`src/rtl/core/bsc_pkg.sv`:
```
// ----------------------------------------------------------------------------
// bsc_pkg
// Shared types and constants of the barometric sensor compensation pipeline.
// ----------------------------------------------------------------------------
package bsc_pkg;

    localparam int CAL_IDX_W = 3;

    typedef enum logic [CAL_IDX_W-1:0] {
        CAL_AC1_AC2 = 3'd0,
        CAL_AC3_AC4 = 3'd1,
        CAL_AC5_AC6 = 3'd2,
        CAL_B1_B2   = 3'd3,
        CAL_MC_MD   = 3'd4
    } t_cal_idx;

    typedef struct packed {
        logic signed [15:0] ac1;
        logic signed [15:0] ac2;
        logic signed [15:0] ac3;
        logic [15:0]        ac4;
        logic [15:0]        ac5;
        logic [15:0]        ac6;
        logic signed [15:0] b1;
        logic signed [15:0] b2;
        logic signed [15:0] mc;
        logic signed [15:0] md;
    } t_cal;

    localparam logic [11:0] B6_OFS    = 12'd4000;
    localparam logic [15:0] B4_OFS    = 16'd32768;
    localparam logic [15:0] B7_MUL    = 16'd50000;
    localparam logic [11:0] P_C1      = 12'd3038;
    localparam logic [12:0] P_C2      = 13'd7357;
    localparam logic [11:0] P_C3      = 12'd3791;
    localparam int          T_MIN     = -4096;
    localparam int          T_MAX     = 4095;
    localparam logic [17:0] PRESS_MAX = 18'h3FFFF;

    // sideband through the temperature divider
    typedef struct packed {
        logic signed [18:0] x1t;
        logic [15:0]        up;
        logic               neg;
        logic               zero;
    } t_tdiv_side;

    typedef struct packed {
        logic signed [12:0] t;
        logic signed [28:0] b6;
        logic [15:0]        up;
        logic               err;
    } t_temp_out;

    typedef struct packed {
        logic signed [12:0] t;
        logic [15:0]        up;
        logic               err;
    } t_carry;

    typedef struct packed {
        logic [16:0]        b4;
        logic [31:0]        b7;
        logic signed [12:0] t;
        logic               err;
    } t_coef_out;

    // sideband through the pressure divider
    typedef struct packed {
        logic signed [12:0] t;
        logic               err;
        logic               zero;
        logic               hi;
    } t_pdiv_side;

    typedef struct packed {
        logic signed [12:0] t;
        logic               err;
        logic               zero;
        logic               sat;
        logic [17:0]        p;
    } t_pcarry;

endpackage

```
`src/rtl/core/bsc_div.sv`:
```
// ----------------------------------------------------------------------------
// bsc_div
// Pipelined restoring divider, one quotient bit per stage, with sideband.
// ----------------------------------------------------------------------------
module bsc_div #(
    parameter int W_NUM  = 32,
    parameter int W_DEN  = 17,
    parameter int W_SIDE = 1
) (
    input  logic              i_clk,
    input  logic              i_rst_n,
    input  logic              i_en,
    input  logic              i_valid,
    input  logic [W_NUM-1:0]  i_num,
    input  logic [W_DEN-1:0]  i_den,
    input  logic [W_SIDE-1:0] i_side,
    output logic              o_valid,
    output logic [W_NUM-1:0]  o_quo,
    output logic [W_SIDE-1:0] o_side
);

    logic              r_vld  [W_NUM];
    logic [W_DEN-1:0]  r_rem  [W_NUM];
    logic [W_NUM-1:0]  r_dq   [W_NUM];
    logic [W_DEN-1:0]  r_den  [W_NUM];
    logic [W_SIDE-1:0] r_side [W_NUM];

    for (genvar i = 0; i < W_NUM; i++) begin : g_stage
        logic              p_vld;
        logic [W_DEN-1:0]  p_rem;
        logic [W_NUM-1:0]  p_dq;
        logic [W_DEN-1:0]  p_den;
        logic [W_SIDE-1:0] p_side;
        logic [W_DEN:0]    w_trial;
        logic [W_DEN:0]    w_diff;
        logic              w_ge;

        if (i == 0) begin : g_first
            assign p_vld  = i_valid;
            assign p_rem  = '0;
            assign p_dq   = i_num;
            assign p_den  = i_den;
            assign p_side = i_side;
        end else begin : g_next
            assign p_vld  = r_vld[i-1];
            assign p_rem  = r_rem[i-1];
            assign p_dq   = r_dq[i-1];
            assign p_den  = r_den[i-1];
            assign p_side = r_side[i-1];
        end

        assign w_trial = {p_rem, p_dq[W_NUM-1]};
        assign w_diff  = w_trial - {1'b0, p_den};
        assign w_ge    = !w_diff[W_DEN];

        always_ff @(posedge i_clk) begin
            if (!i_rst_n) begin
                r_vld[i] <= 1'b0;
            end else if (i_en) begin
                r_vld[i] <= p_vld;
            end
        end

        always_ff @(posedge i_clk) begin
            if (i_en) begin
                r_rem[i]  <= w_ge ? w_diff[W_DEN-1:0] : w_trial[W_DEN-1:0];
                r_dq[i]   <= {p_dq[W_NUM-2:0], w_ge};
                r_den[i]  <= p_den;
                r_side[i] <= p_side;
            end
        end
    end

    assign o_valid = r_vld[W_NUM-1];
    assign o_quo   = r_dq[W_NUM-1];
    assign o_side  = r_side[W_NUM-1];

endmodule

```
`src/rtl/core/bsc_temp.sv`:
```
// ----------------------------------------------------------------------------
// bsc_temp
// Temperature path: X1, X2 through a pipelined divider, B5, T and B6.
// ----------------------------------------------------------------------------
module bsc_temp
    import bsc_pkg::*;
(
    input  logic        i_clk,
    input  logic        i_rst_n,
    input  logic        i_en,
    input  t_cal        i_cal,
    input  logic        i_valid,
    input  logic [15:0] i_raw_temp,
    input  logic [15:0] i_raw_press,
    output logic        o_valid,
    output t_temp_out   o_data
);

    logic signed [16:0] w_d;
    logic signed [33:0] w_prod;
    logic signed [18:0] w_x1t;
    logic [15:0]        w_mc_mag;
    logic [19:0]        w_den_mag;
    t_tdiv_side         w_side;
    logic               w_dvld;
    logic [26:0]        w_q;
    t_tdiv_side         w_dside;
    logic signed [27:0] w_x2;
    logic signed [28:0] w_tr;
    logic signed [28:0] w_tq;
    t_temp_out          n_s5;

    logic               r_s1_vld;
    logic signed [33:0] r_s1_prod;
    logic [15:0]        r_s1_up;
    logic               r_s2_vld;
    logic signed [18:0] r_s2_x1t;
    logic signed [19:0] r_s2_den;
    logic [15:0]        r_s2_up;
    logic               r_s3_vld;
    logic [26:0]        r_s3_num;
    logic [19:0]        r_s3_den;
    t_tdiv_side         r_s3_side;
    logic               r_s4_vld;
    logic signed [27:0] r_s4_b5;
    logic [15:0]        r_s4_up;
    logic               r_s4_err;
    logic               r_s5_vld;
    t_temp_out          r_s5;

    // x1 product
    assign w_d    = signed'({1'b0, i_raw_temp}) - signed'({1'b0, i_cal.ac6});
    assign w_prod = 34'(w_d) * 34'(signed'({1'b0, i_cal.ac5}));

    // x1 with truncation toward zero
    assign w_x1t = r_s1_prod[33] ? 19'((r_s1_prod + 34'sd32767) >>> 15)
                                 : 19'(r_s1_prod >>> 15);

    // sign and magnitude for the divider
    assign w_mc_mag  = 16'(i_cal.mc[15] ? -17'(i_cal.mc) : 17'(i_cal.mc));
    assign w_den_mag = r_s2_den[19] ? 20'(-r_s2_den) : 20'(r_s2_den);
    assign w_side.x1t  = r_s2_x1t;
    assign w_side.up   = r_s2_up;
    assign w_side.neg  = i_cal.mc[15] ^ r_s2_den[19];
    assign w_side.zero = (r_s2_den == '0);

    bsc_div #(
        .W_NUM  (27),
        .W_DEN  (20),
        .W_SIDE ($bits(t_tdiv_side))
    ) u_div (
        .i_clk   (i_clk),
        .i_rst_n (i_rst_n),
        .i_en    (i_en),
        .i_valid (r_s3_vld),
        .i_num   (r_s3_num),
        .i_den   (r_s3_den),
        .i_side  (r_s3_side),
        .o_valid (w_dvld),
        .o_quo   (w_q),
        .o_side  (w_dside)
    );

    assign w_x2 = w_dside.zero ? '0
                : (w_dside.neg ? -signed'({1'b0, w_q}) : signed'({1'b0, w_q}));

    // temperature, rounded then truncated toward zero
    assign w_tr = 29'(r_s4_b5) + 29'sd8;
    assign w_tq = w_tr[28] ? ((w_tr + 29'sd15) >>> 4) : (w_tr >>> 4);

    always_comb begin
        n_s5.b6  = 29'(r_s4_b5) - signed'(29'(B6_OFS));
        n_s5.up  = r_s4_up;
        n_s5.err = r_s4_err;
        if (w_tq < T_MIN) begin
            n_s5.t = 13'(T_MIN);
        end else if (w_tq > T_MAX) begin
            n_s5.t = 13'(T_MAX);
        end else begin
            n_s5.t = 13'(w_tq);
        end
    end

    always_ff @(posedge i_clk) begin
        if (!i_rst_n) begin
            r_s1_vld <= 1'b0;
            r_s2_vld <= 1'b0;
            r_s3_vld <= 1'b0;
            r_s4_vld <= 1'b0;
            r_s5_vld <= 1'b0;
        end else if (i_en) begin
            r_s1_vld <= i_valid;
            r_s2_vld <= r_s1_vld;
            r_s3_vld <= r_s2_vld;
            r_s4_vld <= w_dvld;
            r_s5_vld <= r_s4_vld;
        end
    end

    always_ff @(posedge i_clk) begin
        if (i_en) begin
            r_s1_prod <= w_prod;
            r_s1_up   <= i_raw_press;
            r_s2_x1t  <= w_x1t;
            r_s2_den  <= 20'(w_x1t) + 20'(i_cal.md);
            r_s2_up   <= r_s1_up;
            r_s3_num  <= {w_mc_mag, 11'b0};
            r_s3_den  <= w_den_mag;
            r_s3_side <= w_side;
            r_s4_b5   <= 28'(w_dside.x1t) + w_x2;
            r_s4_up   <= w_dside.up;
            r_s4_err  <= w_dside.zero;
            r_s5      <= n_s5;
        end
    end

    assign o_valid = r_s5_vld;
    assign o_data  = r_s5;

endmodule

```
`config.mk`:
```
export PLATFORM = sky130hd
export DESIGN_NAME = bsc_temp
export DESIGN_NICKNAME = d
export VERILOG_FILES = /design/src/rtl/core/bsc_pkg.sv /design/src/rtl/core/bsc_div.sv /design/src/rtl/core/bsc_temp.sv
export SDC_FILE = /design/constraint.sdc
export NUM_CORES = 2
export LEC_CHECK = 0
export BUFFER_PORTS_ARGS = -buffer_cell sky130_fd_sc_hd__buf_2
export CAP_MARGIN = 20
export CORE_MARGIN = 1.5
export CORE_UTILIZATION = 30
export CTS_BUF_LIST = sky130_fd_sc_hd__clkbuf_8
export DETAILED_ROUTE_END_ITERATION = 6
export MAX_ROUTING_LAYER = met4
export PLACE_DENSITY = 0.52
export SETUP_SLACK_MARGIN = 0.2
export SYNTH_ARGS = -nofsm -noshare
export SYNTH_HDL_FRONTEND = slang
export SYNTH_SLANG_ARGS = --single-unit
```
`constraint.sdc`:
```
create_clock -name i_clk -period 13.1 [get_ports i_clk]
set_input_delay 2.62 -clock i_clk [delete_from_list [all_inputs] [get_ports i_clk]]
set_output_delay 2.62 -clock i_clk [all_outputs]
set_load 0.005 [all_outputs]
```
==> results_dict.tcl <==
set metrics [dict create \
    status "finished clean" \
    track_usage_pct 10.40 \
    fin_skew_ns 0.08648 \
    maxSlewViolCount 0 \
    worst_slew_pin_slew_ns 1.204 \
    pin_count 256 \
    crit_path_top_delay_cell "nand3b_1" \
    dr_wl_met2_um 117100 \
    wl_met3_um 8558 \
    grt_pass1_vias 74070 \
    rsz0062_at_grt "no" \
    placed_area_sq_um 140700 \
    critPathTopFamily "adder cells" \
    yosysSeqAreaShare_pct 64.71 \
    crit_buf_inv 6 \
    core_region_area_sq_um 438400 \
    layout_commonest_cell "edfxtp_1" \
    layout_worst_path_cycle_share_pct 83.34 \
    dp_hpwl_um 158200 \
    cts_tree "yes" \
    vias 69760 \
    clkTransAtPathRegs_ns 0.06 \
    die_h_um 666.9 \
    worstSkewPairLatency_ns 1.14 \
    cpMostUsedCell "fa_1" \
    wirelength_met1_um 94580 \
    gr-total-overflow 0 \
    numCtsBuffers 463 \
    htreeDepth 5 \
    setup.worst_path.end_class "register" \
    start_kind "input port" \
    netlist_area_sq_um 132200 \
    final_area_sq_um 149200 \
    postRouteAntennaNets 0 \
    rows 243 \
    synthDistinctLibCells 87 \
    cts.path.max_buffers 4 \
    maxCapViolCount 0 \
    antenna_found_initial 6 \
    top_layer_used "met4" \
    placedCellCount 15020 \
    min_path_type "register to register" \
    required_ns 13.91 \
    drtIter0Drc 3224 \
    drive_gt1_share_pct 13.00 \
    slew_headroom_pct 19.71 \
    hold_violations 0 \
    hold_buffers 0 \
    fin_crit_ns 10.92 \
    final_cell_mix "edfxtp_1, inv_1, ha_1" \
    grt_pass1_wl_um 371600 \
    dr.pass1.iters 5 \
    cp.arrival_ns 11.73 \
    syn2layout_area_growth_pct 12.87 \
    async_flop_share_pct 0 \
    die_area_sq_um 444700 \
    cts-root-buf "clkbuf_8" \
    avgSynthCellArea_sq_um 14.61 \
    clock_sinks 2851 \
    yosys_warnings 0 \
    fillers 42360 \
    grt_max_degree 192 \
    wl_um 230100 \
    post-cts-setup-buffers 0 \
    ctsResizeCount 0 \
    worstSetupPathType "input port to register" \
    final_cell_count_no_fill 15850 \
    finalSetupViolCount 0 \
    initial_core_util_pct 30.16 \
    ys.flop_type "edfxtp_1" \
    place_congestion 0.8246 \
    crit_fanout 16 \
    route.detailed.drc 0 \
    die_x_um 666.9 \
    vias_per_cell 4.401 \
    syn-instance-count 9048 \
    max_stage_delay_ns 0.66 \
    nets 10780 \
    max_freq_mhz 91.59 \
    post_drt_wl_per_cell_um 14.52 \
    port-buffer-count 159 \
    tns_ns 0 \
    yosys_register_bits 2851 \
    synth_edf_count 2845 \
]
-- kinds of logic after synthesis --
family | synth area share, %
fa+ha+maj | 10.97
flops | 64.71
other cells | 0.002836
compound gates | 6.518
simple gates | 6.066
xor+xnor | 4.140
mux | 4.230
buf+inv | 3.365
-- cell type report --
class | instances | area [sq um] | area share, %
Sequential cell | 2851 | 85550 | 57.33
Clock buffer | 465 | 6400 | 4.289
Timing Repair Buffer | 230 | 1495 | 1.002
Multi-Input combinational cell | 5027 | 42440 | 28.44
Antenna cell | 11 | 27.53 | 0.01845
Inverter | 1031 | 3870 | 2.593
Clock inverter | 356 | 2087 | 1.398
Tap cell | 5880 | 7357 | 4.930
-- final timing paths --
check / from / end / slack, ns / cells past startpoint
max: i_cal[65] / r_s1_prod[31] / 2.18 / 34
min: u_div.r_side[0][202] / u_div.r_side[0][239] / 0.38 / 0
max reg2reg: r_s1_prod[3] / r_s2_den[19] / 7.87 / 15
min reg2reg: u_div.r_side[0][202] / u_div.r_side[0][239] / 0.38 / 0
-- sequential cells by signal, summed over array words and instances, names as in the netlist, 16 cells and up --
signal	cells
r_s4_up	16
r_s3_num	16
r_s1_prod	34
u_div.r_side	999
r_s3_den	20
r_s4_b5	28
r_s3_side	37
u_div.r_vld	27
r_s2_den	20
r_s2_x1t	19
u_div.r_rem	520
r_s1_up	16
r_s2_up	16
u_div.r_dq	498
o_data	59
u_div.r_den	520
-- synthesized netlist by cell type, types with 138 or more instances --
library cell	count	area, sq um
a21oi_1	382	1912
o21ai_0	241	1206
ha_1	668	8358
nand2_1	370	1389
a21o_1	138	1036
fa_1	307	6146
mux2_2	446	5022
edfxtp_1	2845	85430
inv_1	1030	3866
nor2_1	343	1287
nand3_1	146	730.7
xnor2_1	467	4090
xor2_1	158	1384
-- worst reg2reg max path, cell delays in order (launching register included) --
cell and delay [ns]:
edfxtp_1 0.36, nor4_1 0.39, nand4_1 0.44, nand2_1 0.30, nor2_1 0.13, xor2_1 0.57
ha_1 0.39, a21oi_1 0.23, nor2b_1 0.07, o21a_1 0.20, o41ai_1 0.74, o211ai_1 0.20
o311a_1 0.22, a211o_1 0.29, a21o_1 0.21, a221oi_1 0.29
-- per-stage QoR --
step / worst slack [ns] / hold WS, ns / util [%]
floorplan: 2.469 / 0.4003 / -
global placement: 1.442 / 0.4003 / 32.08
detailed placement: 1.273 / 0.4045 / 32.08
CTS: 2.543 / 0.3839 / 34.02
global route: 1.841 / 0.3750 / 34.04
finish: 2.182 / 0.3842 / 34.04
-- metal layers --
layer	vias up	global-route usage (%)
met5	-	-
met4	0	4.688
met3	588	1.829
met1	33920	11.29
li1	34120	-
met2	1134	18.52
Power is left out: the tool's default activity adds up to more than one toggle a clock period on the data nets, which glitch-free logic cannot reach.
