==> config.mk <==
export PLATFORM = sky130hd
export DESIGN_NAME = bsc_press
export DESIGN_NICKNAME = d
export VERILOG_FILES = /design/src/rtl/core/bsc_pkg.sv /design/src/rtl/core/bsc_div.sv /design/src/rtl/core/bsc_press.sv
export SDC_FILE = /design/constraint.sdc
export NUM_CORES = 2
export LEC_CHECK = 0
export ABC_AREA = 1
export BUFFER_PORTS_ARGS = -buffer_cell sky130_fd_sc_hd__buf_2
export CAP_MARGIN = 15
export CORE_MARGIN = 2
export CORE_UTILIZATION = 60
export DETAILED_ROUTE_END_ITERATION = 8
export HOLD_SLACK_MARGIN = 0.15
export PLACE_DENSITY = 0.83
export SYNTH_ARGS = -nofsm -noshare
export SYNTH_HDL_FRONTEND = slang
export SYNTH_SLANG_ARGS = --single-unit
==> constraint.sdc <==
create_clock -name i_clk -period 13.9 [get_ports i_clk]
set_clock_uncertainty 0.1 [all_clocks]
set_input_delay 0.695 -clock i_clk [delete_from_list [all_inputs] [get_ports i_clk]]
set_output_delay 0.695 -clock i_clk [all_outputs]
set_load 0.02 [all_outputs]
==> src/rtl/core/bsc_pkg.sv <==
// ----------------------------------------------------------------------------
// bsc_pkg
// Shared types and constants of the barometric sensor compensation pipeline.
// ----------------------------------------------------------------------------
package bsc_pkg;

    localparam int CAL_IDX_W = 3;

    typedef enum logic [CAL_IDX_W-1:0] {
        CAL_AC1_AC2 = 3'd0,
        CAL_AC3_AC4 = 3'd1,
        CAL_AC5_AC6 = 3'd2,
        CAL_B1_B2   = 3'd3,
        CAL_MC_MD   = 3'd4
    } t_cal_idx;

    typedef struct packed {
        logic signed [15:0] ac1;
        logic signed [15:0] ac2;
        logic signed [15:0] ac3;
        logic [15:0]        ac4;
        logic [15:0]        ac5;
        logic [15:0]        ac6;
        logic signed [15:0] b1;
        logic signed [15:0] b2;
        logic signed [15:0] mc;
        logic signed [15:0] md;
    } t_cal;

    localparam logic [11:0] B6_OFS    = 12'd4000;
    localparam logic [15:0] B4_OFS    = 16'd32768;
    localparam logic [15:0] B7_MUL    = 16'd50000;
    localparam logic [11:0] P_C1      = 12'd3038;
    localparam logic [12:0] P_C2      = 13'd7357;
    localparam logic [11:0] P_C3      = 12'd3791;
    localparam int          T_MIN     = -4096;
    localparam int          T_MAX     = 4095;
    localparam logic [17:0] PRESS_MAX = 18'h3FFFF;

    // sideband through the temperature divider
    typedef struct packed {
        logic signed [18:0] x1t;
        logic [15:0]        up;
        logic               neg;
        logic               zero;
    } t_tdiv_side;

    typedef struct packed {
        logic signed [12:0] t;
        logic signed [28:0] b6;
        logic [15:0]        up;
        logic               err;
    } t_temp_out;

    typedef struct packed {
        logic signed [12:0] t;
        logic [15:0]        up;
        logic               err;
    } t_carry;

    typedef struct packed {
        logic [16:0]        b4;
        logic [31:0]        b7;
        logic signed [12:0] t;
        logic               err;
    } t_coef_out;

    // sideband through the pressure divider
    typedef struct packed {
        logic signed [12:0] t;
        logic               err;
        logic               zero;
        logic               hi;
    } t_pdiv_side;

    typedef struct packed {
        logic signed [12:0] t;
        logic               err;
        logic               zero;
        logic               sat;
        logic [17:0]        p;
    } t_pcarry;

endpackage

==> src/rtl/core/bsc_div.sv <==
// ----------------------------------------------------------------------------
// bsc_div
// Pipelined restoring divider, one quotient bit per stage, with sideband.
// ----------------------------------------------------------------------------
module bsc_div #(
    parameter int W_NUM  = 32,
    parameter int W_DEN  = 17,
    parameter int W_SIDE = 1
) (
    input  logic              i_clk,
    input  logic              i_rst_n,
    input  logic              i_en,
    input  logic              i_valid,
    input  logic [W_NUM-1:0]  i_num,
    input  logic [W_DEN-1:0]  i_den,
    input  logic [W_SIDE-1:0] i_side,
    output logic              o_valid,
    output logic [W_NUM-1:0]  o_quo,
    output logic [W_SIDE-1:0] o_side
);

    logic              r_vld  [W_NUM];
    logic [W_DEN-1:0]  r_rem  [W_NUM];
    logic [W_NUM-1:0]  r_dq   [W_NUM];
    logic [W_DEN-1:0]  r_den  [W_NUM];
    logic [W_SIDE-1:0] r_side [W_NUM];

    for (genvar i = 0; i < W_NUM; i++) begin : g_stage
        logic              p_vld;
        logic [W_DEN-1:0]  p_rem;
        logic [W_NUM-1:0]  p_dq;
        logic [W_DEN-1:0]  p_den;
        logic [W_SIDE-1:0] p_side;
        logic [W_DEN:0]    w_trial;
        logic [W_DEN:0]    w_diff;
        logic              w_ge;

        if (i == 0) begin : g_first
            assign p_vld  = i_valid;
            assign p_rem  = '0;
            assign p_dq   = i_num;
            assign p_den  = i_den;
            assign p_side = i_side;
        end else begin : g_next
            assign p_vld  = r_vld[i-1];
            assign p_rem  = r_rem[i-1];
            assign p_dq   = r_dq[i-1];
            assign p_den  = r_den[i-1];
            assign p_side = r_side[i-1];
        end

        assign w_trial = {p_rem, p_dq[W_NUM-1]};
        assign w_diff  = w_trial - {1'b0, p_den};
        assign w_ge    = !w_diff[W_DEN];

        always_ff @(posedge i_clk) begin
            if (!i_rst_n) begin
                r_vld[i] <= 1'b0;
            end else if (i_en) begin
                r_vld[i] <= p_vld;
            end
        end

        always_ff @(posedge i_clk) begin
            if (i_en) begin
                r_rem[i]  <= w_ge ? w_diff[W_DEN-1:0] : w_trial[W_DEN-1:0];
                r_dq[i]   <= {p_dq[W_NUM-2:0], w_ge};
                r_den[i]  <= p_den;
                r_side[i] <= p_side;
            end
        end
    end

    assign o_valid = r_vld[W_NUM-1];
    assign o_quo   = r_dq[W_NUM-1];
    assign o_side  = r_side[W_NUM-1];

endmodule

==> src/rtl/core/bsc_press.sv <==
// ----------------------------------------------------------------------------
// bsc_press
// Pressure path: B7 / B4 through a pipelined divider, then the final
// polynomial correction, saturation and the output register.
// ----------------------------------------------------------------------------
module bsc_press
    import bsc_pkg::*;
(
    input  logic               i_clk,
    input  logic               i_rst_n,
    input  logic               i_en,
    input  logic               i_valid,
    input  t_coef_out          i_data,
    output logic               o_valid,
    output logic signed [12:0] o_temp_tenths,
    output logic [17:0]        o_press_pa,
    output logic               o_div_error
);

    logic [31:0]        w_num;
    t_pdiv_side         w_side;
    logic               w_dvld;
    logic [31:0]        w_q;
    t_pdiv_side         w_dside;
    logic [32:0]        w_p33;
    t_pcarry            n_p2;
    logic signed [31:0] w_pv;
    logic signed [18:0] w_sum;
    logic signed [19:0] w_pf;
    logic [17:0]        n_press;

    logic               r_p2_vld;
    t_pcarry            r_p2;
    logic               r_p3_vld;
    t_pcarry            r_p3;
    logic [19:0]        r_p3_sq;
    logic signed [31:0] r_p3_x2m;
    logic               r_p4_vld;
    t_pcarry            r_p4;
    logic [31:0]        r_p4_x1;
    logic signed [31:0] r_p4_x2m;
    logic               r_p5_vld;
    t_pcarry            r_p5;
    logic signed [18:0] r_p5_sum;
    logic               r_out_vld;
    logic signed [12:0] r_out_t;
    logic [17:0]        r_out_p;
    logic               r_out_err;

    // b7 below 2^31 is doubled before the divide, otherwise the quotient is doubled after it
    assign w_num       = i_data.b7[31] ? i_data.b7 : {i_data.b7[30:0], 1'b0};
    assign w_side.t    = i_data.t;
    assign w_side.err  = i_data.err;
    assign w_side.zero = (i_data.b4 == '0);
    assign w_side.hi   = i_data.b7[31];

    bsc_div #(
        .W_NUM  (32),
        .W_DEN  (17),
        .W_SIDE ($bits(t_pdiv_side))
    ) u_div (
        .i_clk   (i_clk),
        .i_rst_n (i_rst_n),
        .i_en    (i_en),
        .i_valid (i_valid),
        .i_num   (w_num),
        .i_den   (i_data.b4),
        .i_side  (w_side),
        .o_valid (w_dvld),
        .o_quo   (w_q),
        .o_side  (w_dside)
    );

    assign w_p33     = w_dside.hi ? {w_q, 1'b0} : {1'b0, w_q};
    assign n_p2.t    = w_dside.t;
    assign n_p2.err  = w_dside.err;
    assign n_p2.zero = w_dside.zero;
    // at or above 2^18 the correction is positive, so the result saturates
    assign n_p2.sat  = |w_p33[32:18];
    assign n_p2.p    = w_p33[17:0];

    assign w_pv  = signed'({14'b0, r_p2.p});
    assign w_sum = 19'(r_p4_x1[31:16]) + 19'(r_p4_x2m >>> 16) + 19'(P_C3);
    assign w_pf  = signed'({2'b0, r_p5.p}) + 20'(r_p5_sum >>> 4);

    always_comb begin
        if (r_p5.zero) begin
            n_press = '0;
        end else if (r_p5.sat) begin
            n_press = PRESS_MAX;
        end else if (w_pf < 0) begin
            n_press = '0;
        end else if (w_pf > signed'(20'(PRESS_MAX))) begin
            n_press = PRESS_MAX;
        end else begin
            n_press = w_pf[17:0];
        end
    end

    always_ff @(posedge i_clk) begin
        if (!i_rst_n) begin
            r_p2_vld  <= 1'b0;
            r_p3_vld  <= 1'b0;
            r_p4_vld  <= 1'b0;
            r_p5_vld  <= 1'b0;
            r_out_vld <= 1'b0;
        end else if (i_en) begin
            r_p2_vld  <= w_dvld;
            r_p3_vld  <= r_p2_vld;
            r_p4_vld  <= r_p3_vld;
            r_p5_vld  <= r_p4_vld;
            r_out_vld <= r_p5_vld;
        end
    end

    always_ff @(posedge i_clk) begin
        if (i_en) begin
            r_p2      <= n_p2;
            r_p3      <= r_p2;
            r_p3_sq   <= 20'(r_p2.p[17:8]) * 20'(r_p2.p[17:8]);
            r_p3_x2m  <= -(w_pv * 32'(P_C2));
            r_p4      <= r_p3;
            r_p4_x1   <= 32'(r_p3_sq) * 32'(P_C1);
            r_p4_x2m  <= r_p3_x2m;
            r_p5      <= r_p4;
            r_p5_sum  <= w_sum;
            r_out_t   <= r_p5.t;
            r_out_p   <= n_press;
            r_out_err <= r_p5.err | r_p5.zero;
        end
    end

    assign o_valid       = r_out_vld;
    assign o_temp_tenths = r_out_t;
    assign o_press_pa    = r_out_p;
    assign o_div_error   = r_out_err;

endmodule
==> flow_summary.ini <==
[grt]
grt_usage_pct = 24.5
antenna_found_initial = 6
grt_pass1_vias = 83200
overflow = 0
grt_pass1_wl_mm = 452
grt_max_degree = 191

[yosys]
seq_area_frac_synth_pct = 62.4
synth_cells = 11300
syn-cell-area_um2 = 138000
synth.avg_cell_area_um2 = 12.3
synth_edf_count = 2870
ys_seq_elements = 2876
synthArstFlopShare_pct = 0
synth_warnings = 0
synthFlopType = edfxtp_1
yosys.cell_types.count = 50

[clocking]
post_cts_buffers = 0
clock_latency_ps = 970
cts_root_buf = clkbuf_16
cts_resized = 0
htreeDepth = 5
postCtsHoldBufs = 78
cts_tree = built
cts.sinks = 2876
cts_made_buffers = 310
clockBufferDepth = 4
clkTransAtPathRegs_ps = 60

[sta]
hold_viol = 0
worstMarginPinSlew_ps = 1130
fmax_mhz = 169
slew_headroom_pct = 24.7
finalCriticalPeriod_ps = 5920
min_period_over_period_pct = 42.6
slew_violations = 0
fin_setup_tns_ps = 0
rsz0062_at_grt = false
fin_hold_ws_ps = 171
setup_viol_count_final = 0

[worst_setup_path]
crit_path_max_incr_delay_ps = 680
cp_cell_sequence = inv_1 > fa_1 > inv_1 > fa_1 > inv_1 > fa_1 > inv_1 > fa_1 > inv_1 > fa_1 > ha_1 > ha_1 > a21oi_1 > o21ai_0 > nand2_1 > nand2_1 > a21oi_1 > nand2_1 > xor2_1
endpoint_kind = register
start_kind = register
worst-path-buf-inv = 5
critical_path_arrival_ps = 6450
crit_slowest_cell = edfxtp_1
worstPathRequired_ps = 14430
critPathTopFamily = adder cells
worstSetupPathType = reg2reg
crit_path_max_fanout = 12

[detailed_routing]
highest_layer = met5
routed_wl_mm = 286
drt_iter0_drc = 7001
wl_met1_mm = 122
route.detailed.drc = 0
wl_met3_mm = 14.5
met2WireLength_mm = 140
final_antenna_net_count = 0
wl_per_cell_um = 19.2
routed_via_density = 5.51
drt_first_pass_iters = 6
via_count = 82300

[place]
place_congestion = 0.906
numPortBuffers = 99
dp.cells = 14300
post-dp-hpwl_mm = 204

[min_path]
hold_path_class = in2reg

[floorplan]
ios = 100
fp.coreArea_um2 = 230000
initial_core_util_pct = 60.2
fp.dieH_um = 484
die_w_um = 484
die-area_um2 = 234000
row_count = 176

[final_layout]
finalNetCount = 12900
layout.cells.non_filler = 14900
areaGrowthSynthToFinish_pct = 10.4
layout-drive-gt1-share_pct = 9.43

[run]
drv_cap = 0

[run_status]
status = completed
==> worst reg2reg max path, stage by stage (launching register included) <==
cell and delay [ps]:
edfxtp_1 680, inv_1 430, fa_1 600, inv_1 50, fa_1 470, inv_1 50, fa_1 470, inv_1 50
fa_1 470, inv_1 50, fa_1 430, ha_1 300, ha_1 350, a21oi_1 370, o21ai_0 250, nand2_1 130
nand2_1 60, a21oi_1 140, nand2_1 70, xor2_1 140
==> kinds of logic after synthesis <==
logic type / synth area share [%]
simple gates: 10.3
compound gates: 7.12
other cells: 0.00271
buf+inv: 5.05
xor+xnor: 2.95
flops: 62.4
fa+ha+maj: 12.2
==> cell usage in the layout (no fill, tap or decap), types with 39 or more instances in the layout <==
master,count
buf_2,98
clkinv_1,56
xnor2_1,385
nand3b_1,42
clkbuf_16,314
inv_1,1448
dlygate4sd3_1,78
o21ai_0,408
fa_1,297
bufinv_16,39
nand4_1,115
nor2_1,542
nand2_1,2248
a21oi_1,686
xor2_1,81
inv_2,75
o21ai_2,347
a21o_1,48
edfxtp_1,2870
clkbuf_1,48
ha_1,872
nand3_1,319
o21ai_1,99
==> path summary, 6_finish.rpt <==
kind	slack, ps	cells past startpoint	to	startpoint
worst min-delay path	170	1	u_div.r_dq[0][376]	i_en
worst min register to register	290	0	u_div.r_dq[1][6]	u_div.r_dq[0][485]
worst max-delay path	7980	19	r_p3_x2m[31]	r_p2[8]
worst max register to register	7980	19	r_p3_x2m[31]	r_p2[8]
==> final cells by class <==
class	count	area [um^2]
flip-flops and latches	2876	86300
fillers	16400	77000
multi-input cells	6730	45100
clock buffers	362	8040
inverters	1544	5850
well taps	3026	3790
clock inverters	173	1950
repair buffers	208	1640
diodes	2	5.00
==> through the flow <==
stage / setup WS, ps / cell area, um^2 / util (%)
after CTS: 7970 / 153000 / 66.5
after global routing: 7600 / 153000 / 66.5
final: 7980 / 153000 / 66.5
after global placement: 7860 / 142000 / 61.8
after floorplan: 8680 / 138000 / -
after detailed placement: 7990 / 142000 / 61.8
==> state kept, by name, indices dropped and copies added, names as in the netlist <==
register       flops
o_div_error        1
o_press_pa        18
o_temp_tenths     13
o_valid            1
r_p2              34
r_p2_vld           1
r_p3              34
r_p3_sq           18
r_p3_vld           1
r_p3_x2m          16
r_p4              34
r_p4_vld           1
r_p4_x1           16
r_p4_x2m          16
r_p5              34
r_p5_sum          15
r_p5_vld           1
u_div.r_den      527
u_div.r_dq      1024
u_div.r_rem      527
u_div.r_side     512
u_div.r_vld       32
==> synthesized netlist by cell type (6+ instances only) <==
library cell,count,area (um^2)
edfxtp_1,2870,86200
nand2_1,2248,8440
inv_1,1448,5440
ha_1,872,10900
a21oi_1,686,3430
nor2_1,542,2030
o21ai_0,408,2040
xnor2_1,385,3370
o21ai_2,347,3040
nand3_1,319,1600
fa_1,297,5950
nand4_1,115,719
o21ai_1,99,495
buf_6,91,1020
xor2_1,81,709
inv_2,75,282
a21o_1,48,360
nand3b_1,42,315
nand2_2,35,219
nor4_1,31,194
nor3_2,30,300
a31oi_1,26,163
clkbuf_1,24,90.1
or2_2,23,144
inv_4,20,125
nor3_1,16,80.1
o21bai_1,11,82.6
nor2_2,10,62.6
nand3_2,9,90.1
dfxtp_1,6,120
o211ai_1,6,45.0
==> routing by layer <==
layer	vias up	global-route usage (%)
met1	39700	32.7
met2	2384	41.3
li1	39600	-
met4	2	8.00
met3	575	3.55
met5	-	0
Power is left out: the tool's default activity adds up to more than one toggle a clock period on the data nets, which glitch-free logic cannot reach.
